--- src/design/mtf_pkg.sv ---
// Package of the MRU list block: sizes, command and state codes, memory request.
// No dependencies; used by every module of the block.
package mtf_pkg;

  localparam int DEPTH    = 16;
  localparam int ID_W     = 16;
  localparam int IDX_W    = (DEPTH > 1) ? $clog2(DEPTH) : 1;
  localparam int CNT_W    = $clog2(DEPTH + 1);
  localparam int CMD_W    = 2;
  localparam int ITEM_W   = 16;
  localparam int INDEX_W  = 8;
  localparam int LEN_W    = 5;
  localparam int HS_W     = 5;
  localparam logic [HS_W-1:0] HS_RESET = 5'd10;

  typedef enum logic [CMD_W-1:0] {
    CMD_ADD    = 2'd0,
    CMD_REMOVE = 2'd1,
    CMD_CLEAR  = 2'd2,
    CMD_READ   = 2'd3
  } mtf_cmd_t;

  typedef enum logic [2:0] {
    S_IDLE,
    S_READ,
    S_PROC,
    S_EMIT,
    S_DONE
  } mtf_state_t;

  typedef struct packed {
    logic             we;
    logic [IDX_W-1:0] waddr;
    logic [ID_W-1:0]  wdata;
    logic [IDX_W-1:0] raddr;
  } mtf_mem_req_t;

endpackage

--- src/design/mtf_mem.sv ---
// Entry store of the MRU list: one write and one registered read per cycle.
// Depends on mtf_pkg for depth, widths and the request struct.
module mtf_mem (
  input  logic                  clk,
  input  mtf_pkg::mtf_mem_req_t req,
  output logic [mtf_pkg::ID_W-1:0] rdata
);

  logic [mtf_pkg::ID_W-1:0] mem [mtf_pkg::DEPTH];
  logic [mtf_pkg::ID_W-1:0] rdata_r;

  // Write the addressed entry and register the read port
  always_ff @(posedge clk) begin
    if (req.we) begin
      mem[req.waddr] <= req.wdata;
    end
    rdata_r <= mem[req.raddr];
  end

  assign rdata = rdata_r;

endmodule

--- src/design/mtf_core.sv ---
// Sequencer of the MRU list: walks the stored entries one per step through a
// single compare unit, rewriting them in place. Depends on mtf_pkg and mtf_mem.
module mtf_core (
  input  logic                          clk,
  input  logic                          rst_n,
  input  logic [mtf_pkg::CNT_W-1:0]     eff,
  input  logic                          in_valid,
  output logic                          in_stall,
  input  logic [mtf_pkg::CMD_W-1:0]     in_command,
  input  logic [mtf_pkg::ITEM_W-1:0]    in_item_id,
  input  logic [mtf_pkg::INDEX_W-1:0]   in_index,
  output logic                          out_valid,
  input  logic                          out_stall,
  output logic                          out_changed,
  output logic                          out_found,
  output logic [mtf_pkg::ITEM_W-1:0]    out_read_item,
  output logic [mtf_pkg::LEN_W-1:0]     out_list_length,
  output logic [mtf_pkg::LEN_W-1:0]     out_effective_size,
  output mtf_pkg::mtf_mem_req_t         mem_req,
  input  logic [mtf_pkg::ID_W-1:0]      mem_rdata
);

  localparam int CNT_W = mtf_pkg::CNT_W;
  localparam int IDX_W = mtf_pkg::IDX_W;
  localparam int ID_W  = mtf_pkg::ID_W;

  mtf_pkg::mtf_state_t state_r, state_nxt;
  mtf_pkg::mtf_cmd_t   cmd_r, cmd_nxt, in_cmd;

  logic [ID_W-1:0]              id_r, id_nxt;
  logic [ID_W-1:0]              carry_r, carry_nxt;
  logic [mtf_pkg::INDEX_W-1:0]  idx_r, idx_nxt;
  logic [CNT_W-1:0]             eff_r, eff_nxt;
  logic [CNT_W-1:0]             cnt_r, cnt_nxt;
  logic [CNT_W-1:0]             rp_r, rp_nxt;
  logic [CNT_W-1:0]             wp_r, wp_nxt;
  logic [CNT_W-1:0]             k_r, k_nxt;
  logic                         hit_r, hit_nxt;
  logic                         chg_r, chg_nxt;
  logic                         fnd_r, fnd_nxt;
  logic [ID_W-1:0]              rd_r, rd_nxt;

  logic                         ov_r, ov_nxt;
  logic                         ochg_r, ochg_nxt;
  logic                         ofnd_r, ofnd_nxt;
  logic [mtf_pkg::ITEM_W-1:0]   oitem_r, oitem_nxt;
  logic [mtf_pkg::LEN_W-1:0]    olen_r, olen_nxt;
  logic [mtf_pkg::LEN_W-1:0]    oeff_r, oeff_nxt;

  logic             eq, skip, last, keep, out_free;
  logic [CNT_W-1:0] rp_inc, wp_inc, k_inc;

  // Shared compare unit and step bookkeeping
  assign in_cmd   = mtf_pkg::mtf_cmd_t'(in_command);
  assign eq       = (mem_rdata == id_r);
  assign skip     = eq && !hit_r;
  assign rp_inc   = CNT_W'(rp_r + 1'b1);
  assign wp_inc   = CNT_W'(wp_r + 1'b1);
  assign k_inc    = CNT_W'(k_r + 1'b1);
  assign last     = (rp_inc == cnt_r);
  assign keep     = (k_r != eff_r);
  assign out_free = !ov_r || !out_stall;

  // Next state
  always_comb begin
    state_nxt = state_r;
    unique case (state_r)
      mtf_pkg::S_IDLE: begin
        if (in_valid) begin
          unique case (in_cmd)
            mtf_pkg::CMD_ADD:    state_nxt = (cnt_r == '0) ? mtf_pkg::S_EMIT : mtf_pkg::S_READ;
            mtf_pkg::CMD_REMOVE: state_nxt = (cnt_r == '0) ? mtf_pkg::S_DONE : mtf_pkg::S_READ;
            mtf_pkg::CMD_CLEAR:  state_nxt = mtf_pkg::S_DONE;
            mtf_pkg::CMD_READ:   state_nxt = (in_index < cnt_r) ? mtf_pkg::S_READ
                                                                 : mtf_pkg::S_DONE;
          endcase
        end
      end
      mtf_pkg::S_READ: state_nxt = mtf_pkg::S_PROC;
      mtf_pkg::S_PROC: begin
        unique case (cmd_r)
          mtf_pkg::CMD_ADD: begin
            if (skip && rp_r == '0) begin
              state_nxt = mtf_pkg::S_DONE;
            end else begin
              state_nxt = last ? mtf_pkg::S_EMIT : mtf_pkg::S_READ;
            end
          end
          mtf_pkg::CMD_REMOVE: state_nxt = last ? mtf_pkg::S_DONE : mtf_pkg::S_READ;
          mtf_pkg::CMD_CLEAR:  state_nxt = mtf_pkg::S_DONE;
          mtf_pkg::CMD_READ:   state_nxt = mtf_pkg::S_DONE;
        endcase
      end
      mtf_pkg::S_EMIT: state_nxt = mtf_pkg::S_DONE;
      mtf_pkg::S_DONE: state_nxt = out_free ? mtf_pkg::S_IDLE : mtf_pkg::S_DONE;
      default:         state_nxt = mtf_pkg::S_IDLE;
    endcase
  end

  // Memory port and input handshake
  always_comb begin
    in_stall      = (state_r != mtf_pkg::S_IDLE);
    mem_req.raddr = (cmd_r == mtf_pkg::CMD_READ) ? idx_r[IDX_W-1:0] : rp_r[IDX_W-1:0];
    mem_req.waddr = wp_r[IDX_W-1:0];
    mem_req.wdata = carry_r;
    mem_req.we    = 1'b0;
    unique case (state_r)
      mtf_pkg::S_PROC: begin
        if (cmd_r == mtf_pkg::CMD_ADD) begin
          mem_req.we = !skip && keep;
        end else if (cmd_r == mtf_pkg::CMD_REMOVE) begin
          mem_req.we    = !skip;
          mem_req.wdata = mem_rdata;
        end
      end
      mtf_pkg::S_EMIT: mem_req.we = keep;
      default:         mem_req.we = 1'b0;
    endcase
  end

  // Datapath and result registers
  always_comb begin
    cmd_nxt   = cmd_r;
    id_nxt    = id_r;
    carry_nxt = carry_r;
    idx_nxt   = idx_r;
    eff_nxt   = eff_r;
    cnt_nxt   = cnt_r;
    rp_nxt    = rp_r;
    wp_nxt    = wp_r;
    k_nxt     = k_r;
    hit_nxt   = hit_r;
    chg_nxt   = chg_r;
    fnd_nxt   = fnd_r;
    rd_nxt    = rd_r;
    ov_nxt    = ov_r && out_stall;
    ochg_nxt  = ochg_r;
    ofnd_nxt  = ofnd_r;
    oitem_nxt = oitem_r;
    olen_nxt  = olen_r;
    oeff_nxt  = oeff_r;
    unique case (state_r)
      mtf_pkg::S_IDLE: begin
        // Capture the beat and open a fresh pass
        if (in_valid) begin
          cmd_nxt   = in_cmd;
          id_nxt    = in_item_id[ID_W-1:0];
          carry_nxt = in_item_id[ID_W-1:0];
          idx_nxt   = in_index;
          eff_nxt   = eff;
          rp_nxt    = '0;
          wp_nxt    = '0;
          k_nxt     = '0;
          hit_nxt   = 1'b0;
          chg_nxt   = 1'b0;
          fnd_nxt   = 1'b0;
          rd_nxt    = '0;
          if (in_cmd == mtf_pkg::CMD_CLEAR) begin
            cnt_nxt = '0;
            chg_nxt = (cnt_r != '0);
          end
        end
      end
      mtf_pkg::S_READ: begin
      end
      mtf_pkg::S_PROC: begin
        unique case (cmd_r)
          mtf_pkg::CMD_ADD: begin
            // Drop the earlier copy, else push the carried entry one place down
            if (skip) begin
              hit_nxt = 1'b1;
            end else begin
              if (keep) begin
                wp_nxt = wp_inc;
              end
              carry_nxt = mem_rdata;
              k_nxt     = k_inc;
            end
            rp_nxt = rp_inc;
          end
          mtf_pkg::CMD_REMOVE: begin
            // Close the gap left by the removed entry
            if (skip) begin
              hit_nxt = 1'b1;
            end else begin
              wp_nxt = wp_inc;
            end
            rp_nxt = rp_inc;
            if (last) begin
              cnt_nxt = skip ? wp_r : wp_inc;
              chg_nxt = skip || hit_r;
            end
          end
          mtf_pkg::CMD_CLEAR: begin
          end
          mtf_pkg::CMD_READ: begin
            fnd_nxt = 1'b1;
            rd_nxt  = mem_rdata;
          end
        endcase
      end
      mtf_pkg::S_EMIT: begin
        // Write the last carried entry unless it sits at the size limit
        cnt_nxt = keep ? wp_inc : wp_r;
        chg_nxt = 1'b1;
      end
      mtf_pkg::S_DONE: begin
        if (out_free) begin
          ov_nxt    = 1'b1;
          ochg_nxt  = chg_r;
          ofnd_nxt  = fnd_r;
          oitem_nxt = mtf_pkg::ITEM_W'(rd_r);
          olen_nxt  = mtf_pkg::LEN_W'(cnt_r);
          oeff_nxt  = mtf_pkg::LEN_W'(eff_r);
        end
      end
      default: begin
      end
    endcase
  end

  // Control state with reset
  always_ff @(posedge clk) begin
    if (!rst_n) begin
      state_r <= mtf_pkg::S_IDLE;
      cnt_r   <= '0;
      ov_r    <= 1'b0;
    end else begin
      state_r <= state_nxt;
      cnt_r   <= cnt_nxt;
      ov_r    <= ov_nxt;
    end
  end

  // Payload registers
  always_ff @(posedge clk) begin
    cmd_r   <= cmd_nxt;
    id_r    <= id_nxt;
    carry_r <= carry_nxt;
    idx_r   <= idx_nxt;
    eff_r   <= eff_nxt;
    rp_r    <= rp_nxt;
    wp_r    <= wp_nxt;
    k_r     <= k_nxt;
    hit_r   <= hit_nxt;
    chg_r   <= chg_nxt;
    fnd_r   <= fnd_nxt;
    rd_r    <= rd_nxt;
    ochg_r  <= ochg_nxt;
    ofnd_r  <= ofnd_nxt;
    oitem_r <= oitem_nxt;
    olen_r  <= olen_nxt;
    oeff_r  <= oeff_nxt;
  end

  assign out_valid          = ov_r;
  assign out_changed        = ochg_r;
  assign out_found          = ofnd_r;
  assign out_read_item      = oitem_r;
  assign out_list_length    = olen_r;
  assign out_effective_size = oeff_r;

endmodule

--- src/design/bounded_move_to_front_list.sv ---
// Bounded move-to-front list of item identifiers, most recent at position 0.
// Channels: in_* (command, item_id, index) and out_* results use valid/stall;
// a beat moves when valid is high and stall is low. cfg_* writes the capacity
// register with valid/ready; cfg_ready is always high. Write it only while idle.
// Each command beat gives exactly one result beat.
// With n the stored length, an add or a remove reads the n entries in turn from
// the entry memory's single registered read port and runs each through the one
// compare unit; an add then writes the last carried entry if it fits, and an add
// of the head item stops at the first compare. A read inside the list reads its
// one entry; clear and a read outside it go straight to the result. in_stall is
// high from the accepting edge until the result is loaded into the output
// register, so one command is at work at a time; the next command is taken while
// an earlier result waits.
// A stalled result holds in the output register; a finished result waits for it.
// Reset empties the list and sets the capacity to 10; memory is not cleared.
// Depends on mtf_pkg, mtf_mem and mtf_core.
module bounded_move_to_front_list (
  input  logic                          clk,
  input  logic                          rst_n,
  input  logic                          in_valid,
  output logic                          in_stall,
  input  logic [mtf_pkg::CMD_W-1:0]     in_command,
  input  logic [mtf_pkg::ITEM_W-1:0]    in_item_id,
  input  logic [mtf_pkg::INDEX_W-1:0]   in_index,
  output logic                          out_valid,
  input  logic                          out_stall,
  output logic                          out_changed,
  output logic                          out_found,
  output logic [mtf_pkg::ITEM_W-1:0]    out_read_item,
  output logic [mtf_pkg::LEN_W-1:0]     out_list_length,
  output logic [mtf_pkg::LEN_W-1:0]     out_effective_size,
  input  logic                          cfg_valid,
  output logic                          cfg_ready,
  input  logic [mtf_pkg::HS_W-1:0]      cfg_data
);

  logic [mtf_pkg::HS_W-1:0]  hs_r, hs_nxt;
  logic [mtf_pkg::CNT_W-1:0] eff;
  mtf_pkg::mtf_mem_req_t     mem_req;
  logic [mtf_pkg::ID_W-1:0]  mem_rdata;

  // Configuration register, always ready
  assign cfg_ready = 1'b1;
  assign hs_nxt    = (cfg_valid && cfg_ready) ? cfg_data : hs_r;

  always_ff @(posedge clk) begin
    if (!rst_n) begin
      hs_r <= mtf_pkg::HS_RESET;
    end else begin
      hs_r <= hs_nxt;
    end
  end

  // Raise zero to one and saturate at the depth
  always_comb begin
    if (hs_r == '0) begin
      eff = mtf_pkg::CNT_W'(1);
    end else if (int'(hs_r) > mtf_pkg::DEPTH) begin
      eff = mtf_pkg::CNT_W'(mtf_pkg::DEPTH);
    end else begin
      eff = mtf_pkg::CNT_W'(hs_r);
    end
  end

  mtf_core u_core (
    .clk                (clk),
    .rst_n              (rst_n),
    .eff                (eff),
    .in_valid           (in_valid),
    .in_stall           (in_stall),
    .in_command         (in_command),
    .in_item_id         (in_item_id),
    .in_index           (in_index),
    .out_valid          (out_valid),
    .out_stall          (out_stall),
    .out_changed        (out_changed),
    .out_found          (out_found),
    .out_read_item      (out_read_item),
    .out_list_length    (out_list_length),
    .out_effective_size (out_effective_size),
    .mem_req            (mem_req),
    .mem_rdata          (mem_rdata)
  );

  mtf_mem u_mem (
    .clk   (clk),
    .req   (mem_req),
    .rdata (mem_rdata)
  );

endmodule

--- config.mk ---
export PLATFORM = sky130hd
export DESIGN_NAME = bounded_move_to_front_list
export DESIGN_NICKNAME = d
export VERILOG_FILES = /design/src/design/mtf_pkg.sv /design/src/design/mtf_mem.sv /design/src/design/mtf_core.sv /design/src/design/bounded_move_to_front_list.sv
export SDC_FILE = /design/constraint.sdc
export NUM_CORES = 1
export LEC_CHECK = 0
export ABC_AREA = 1
export CAP_MARGIN = 40
export CORE_ASPECT_RATIO = 0.8
export CORE_MARGIN = 2
export CORE_UTILIZATION = 59
export DETAILED_ROUTE_END_ITERATION = 10
export DONT_BUFFER_PORTS = 1
export HOLD_SLACK_MARGIN = 0.03
export PLACE_DENSITY = 0.77
export SLEW_MARGIN = 40
export SYNTH_ARGS = -nofsm -noshare
export SYNTH_HDL_FRONTEND = slang
export SYNTH_SLANG_ARGS = --single-unit
--- constraint.sdc ---
create_clock -name clk -period 4.47 [get_ports clk]
set_input_delay 0.894 -clock clk [delete_from_list [all_inputs] [get_ports clk]]
set_output_delay 0.894 -clock clk [all_outputs]
set_load 0.02 [all_outputs]
After elaboration in Yosys (flattened, before gate mapping). Memories as Yosys holds them, arrays and structs flattened. A register that Yosys moved wholly into a read port is not among the register bits. Index checks and enable logic that the tools add are counted.

Register bits: 119. Bits in writable memories: 256. Bits of input ports: 36. Output and inout port bits: 31. Logic and storage cells: 141. Memories kept: 1.

Add/subtract/negate cells: 3. Magnitude comparators: 2. Equality and inequality tests: 24. Mux-type cells: 57. Reductions and logical operators: 32.

Memory list: u_mem.mem (words 16, bits a word 16, read ports 1, clocked after memory_dff 1, wr ports 1, RTL line mtf_mem.sv:9) `logic [mtf_pkg::ID_W-1:0] mem [mtf_pkg::DEPTH];`.

Operators by type and width (count): 16-bit two-way mux (8); 16-bit case mux with 2 select lines (2); 5-bit two-way mux (12); 5-bit case mux with 2 select lines (4); 3-bit two-way mux (6); 16-bit equality test (1); 4-bit AND reduction (4); 5-bit by 1-bit adder with 5-bit output, second input constant (3); 5-bit zero test (3); 3-bit case mux with 5 select lines (1); 5-bit case mux with 3 select lines (1); 1-bit two-way mux (14); 2-bit by 1-bit != test with 1-bit output, second input constant (6); 3-bit case mux with 4 select lines (1); 3-bit case mux with 3 select lines (1); 2-bit equality test, second input constant (4); 8-bit by 5-bit < comparator with 1-bit output (1); 3-bit by 2-bit equality test with 1-bit output, second input constant (2); 2-bit != test, second input constant (3); 1-bit case mux with 2 select lines (3); 3-bit AND reduction (2); 3-bit nonzero test (2); 2-bit OR reduction (3); 5-bit equality test (1); 19 further kinds (30).

Logic depth before layout (Yosys ltp).
Depth after elaboration: 8. Gate-level depth with buffers: 14. Depth with buffers taken out: 14.

By module. A second synthesis with hierarchy kept.

Cells, all modules: 1684. Area, all modules: 17140.2 sq um.

By module, submodules not included: mtf_mem (times used 1, cells each 1074, area an instance 11388.4 sq um, seq. area each 8007.7 sq um); mtf_core (times used 1, cells each 576, area an instance 5527.8 sq um, seq. area each 3333.2 sq um); bounded_move_to_front_list (times used 1, cells each 34, area an instance 224.0 sq um, seq. area each 100.1 sq um).

Worst setup path before layout. OpenSTA, ideal clock, no wires.

Path kind: input port to flip-flop. Start point: in in_valid. End point: reg u_core.carry_r[0] (enable). Setup time: 428 ps. Arrival time: 3058 ps. Required time: 4042 ps. Setup slack: 984 ps. Cell stages on the path: 4. Buffers on the path: 0. Cell sequence: inv_1 > nor2_1 > inv_1 > o21ai_0.

Longest elaborated chain between the ends: 2.

RTL lines: start, declared (RTL line bounded_move_to_front_list.sv:20) `input logic in_valid,`; 2-bit != test (no line); 4-bit AND reduction (no line); end signal, assigned (RTL line mtf_core.sv:239) `carry_r <= carry_nxt;`; end, declared (RTL line mtf_core.sv:31) `logic [ID_W-1:0] carry_r, carry_nxt;`.

Every way passes these cells. A chain may end at the register's enable or synchronous reset.

Final worst setup path.
Start point: reg u_core.cmd_r[1]. End point: reg u_mem.rdata_r (netlist bit u_mem.rdata[6]) (read register of u_mem.mem).

Longest elaborated chain between the ends: 2.

RTL lines: start, declared (RTL line mtf_core.sv:28) `mtf_pkg::mtf_cmd_t cmd_r, cmd_nxt, in_cmd;`; start signal, assigned (RTL line mtf_core.sv:237) `cmd_r <= cmd_nxt;`; 2-bit equality test (RTL line mtf_core.sv:103) `mem_req.raddr = (cmd_r == mtf_pkg::CMD_READ) ? idx_r[IDX_W-1:0] : rp_r[IDX_W-1:0];`; 4-bit two-way mux (RTL line mtf_core.sv:103); end, declared (RTL line mtf_mem.sv:10) `logic [mtf_pkg::ID_W-1:0] rdata_r;`.

Every way passes these cells.

==> metrics.cfg <==
[floorplanning]
dieArea_um2 = 28500
io_pins = 67
die_height_um = 151
row_count = 53
core_area_um2 = 26500
start_util = 0.605
die_w_um = 188

[critical_path]
crit_fanout = 57
startpoint = u_core.cmd_r[1]
cp_data_arrival_time_ns = 3.53
required_ns = 4.87
crit_type = flop to flop
r2r_cells = 9
rrSetupSlack_ns = 1.34
end_kind = flop
cp-start-kind = flop
r2r-end = u_mem.rdata[6]
reg2reg_from = u_core.cmd_r[1]

[sta]
setup_viol = 0
final_max_slew_viol_count = 0
timing.final.crit_share = 0.701
fin_crit_ns = 3.13
rsz0062_at_grt = no
relSlewSlack = 0.466
skew_ns = 0.0111
fmax_mhz = 319
fin_ws_ns = 1.34
fin_setup_tns_ns = 0
timing.final.hold_violations = 0
worst_pin_slew_ns = 0.800
holdWs_ns = 0.414

[status]
status = complete, no violations

[place]
place.detailed.hpwl_um = 25200
pre_cts_slack_ns = 1.44
portBuffers = 0
place_congestion = 0.900

[global_routing]
grt_pass1_vias = 9923
grt-ovfl-total = 0
antenna_found_initial = 0
grt.total_usage = 0.280
grt_max_degree = 66
grt_pass1_wl_um = 59200

[yosys]
synth_area_per_cell_um2 = 12.0
synth-main-ff-cell = edfxtp_1
netlist_area_um2 = 16000
synth_seq_cells = 391
synth-edff-count = 361
synth_area_leader_cell = edfxtp_1
synth_area_leaders = edfxtp_1 68%, o21ai_0 5.0%, nor2_1 4.7%
synth.distinct_cells = 34
synth_warnings = 0
async_reset_ff_frac = 0
synth_cells = 1330
synth.top_cell.area_share = 0.677
ys_seq_area_frac = 0.714
synth.net_count = 1379

[worst_hold_path]
min_path_cells = 0
hp-class = flop to flop
min_to = u_core.out_read_item[10]
hold_path_startpoint = u_core.rd_r[10]

[cts]
clkTransAtPathRegs_ns = 0.06
cts-root-buf = clkbuf_16
postCtsHoldBufs = 0
post_cts_resized = 0
cts_sinks = 391
cts_max_level = 2
post-cts-setup-buffers = 0
cts_tree = built
clkLatencyLatePin_ns = 0.53
clockBufferDepth = 3
numCtsBuffers = 38

[pwr]
leakagePower_nw = 6.30
ir_worst_vdd_uv = 378
powerDensity_nw_per_um2 = 638

[route]
detailroute.via_count = 10600
drtAntennaViolNets = 0
drt-total-wl_um = 39900
drc = 0
via_per_inst = 6.18
drt_iter0_markers = 1491
drtPass1Iterations = 5
wire_per_inst_um = 23.2

[final_layout]
nFillCells = 1807
fin_nets = 1385
antenna_cells = 0
drive_gt1_frac = 0.0954
area_growth_syn_to_layout_pct = 11.2

[run]
cap_violations = 0

[metal layers]
layer	wire length, um	share of wire	GRT usage
met1	15900	0.40	0.390
met2	18000	0.45	0.434
met3	4720	0.12	0.0758
met4	1230	0.031	0.0949
met5	0	0	0
[how the worst max path moves through the flow]
stage	end	cells past startpoint	slack [ns]
2_1_floorplan	u_core.carry_r[0]	4	0.98
3_3_place_gp	u_mem.mem[4][8]	5	1.38
3_5_place_dp	u_mem.rdata[6]	9	1.44
4_1_cts	u_mem.rdata[6]	9	1.44
5_1_grt	u_mem.rdata[6]	9	1.20
6_report	u_mem.rdata[6]	9	1.34
[cells in the final DEF (no fill, tap or decap), types with 3 or more instances in the layout]
cell,n
inv_2,11
clkbuf_1,7
o221ai_1,43
nand2_1,191
o21ai_1,15
o211ai_1,26
nor3_1,3
a21oi_1,9
clkinv_2,6
clkbuf_16,41
nand4_1,9
ha_1,13
buf_4,31
a21oi_4,16
o22ai_1,21
xnor2_1,3
clkbuf_8,4
nor2_2,4
edfxtp_1,361
clkinv_1,6
xor2_1,11
nor2_1,198
nand3_1,40
o21ai_0,158
dfxtp_1,30
inv_1,81
[state kept, by name, indices dropped and copies added (netlist names), 4 cells and up]
name / count
u_core.k_r: 5
u_core.id_r: 16
u_core.out_read_item: 16
u_core.carry_r: 16
u_core.eff_r: 5
u_core.rp_r: 5
u_core.cnt_r: 5
u_core.idx_r: 4
u_mem.rdata: 16
hs_r: 5
u_mem.mem: 256
u_core.wp_r: 5
u_core.out_effective_size: 5
u_core.rd_r: 16
u_core.out_list_length: 5
[final cells by class]
cell class	count	area, um^2	area share
sequential	391	11400	0.643
multi-input combinational	780	4100	0.230
clock buffer	52	1110	0.0622
tap	357	447	0.0251
inverter	94	355	0.0200
timing repair buffer	31	233	0.0131
clock inverter	15	126	0.00710
[power breakdown]
part | switching (mW) | internal, mW | total (mW) | leakage [nW]
clock | 1.32 | 1.85 | 3.17 | 0.600
combinational | 2.30 | 0.777 | 3.08 | 2.14
sequential | 0.384 | 4.73 | 5.11 | 3.56
total | 4.01 | 7.36 | 11.4 | 6.30
[Yosys cell counts, types with 4 or more instances]
library cell	n
edfxtp_1	361
nor2_1	199
nand2_1	194
o21ai_0	160
inv_1	81
o221ai_1	43
nand3_1	40
clkbuf_1	36
dfxtp_1	30
o211ai_1	26
buf_2	22
o22ai_1	21
a21oi_1	16
o21ai_1	14
ha_1	13
inv_2	13
xor2_1	11
a21oi_2	10
nand4_1	9
buf_6	4
[cells by family after synthesis]
family | after synthesis | synth area share
and+or+nand+nor | 453 | 0.113
DFF | 391 | 0.714
AOI/OAI and AO/OA | 299 | 0.113
buffers and inverters | 159 | 0.0416
xor gates and xnor gates | 14 | 0.00766
adders and majority gates | 13 | 0.0102
other | 1 | 0.000234
[worst max-delay path, cell delays in order (launching register included)]
cell and delay [ns]:
edfxtp_1 0.47, nand2_2 0.23, nand2_1 0.13, nand2_4 0.09, clkinv_2 0.56, buf_4 0.57
nor2_1 0.21, o22ai_1 0.15, o211ai_1 0.47, nand2_1 0.08
[through the flow]
step	power (mW)	instance area [um^2]	util	instances
5_1_grt	11.8	17800	0.673	1720
3_3_place_gp	8.03	16400	0.621	1653
6_report	11.4	17800	0.673	1720
4_1_cts	11.3	17700	0.670	1720
3_5_place_dp	8.13	16500	0.623	1653
2_1_floorplan	7.00	16000	-	1330
(Power assumes the default switching activity.)
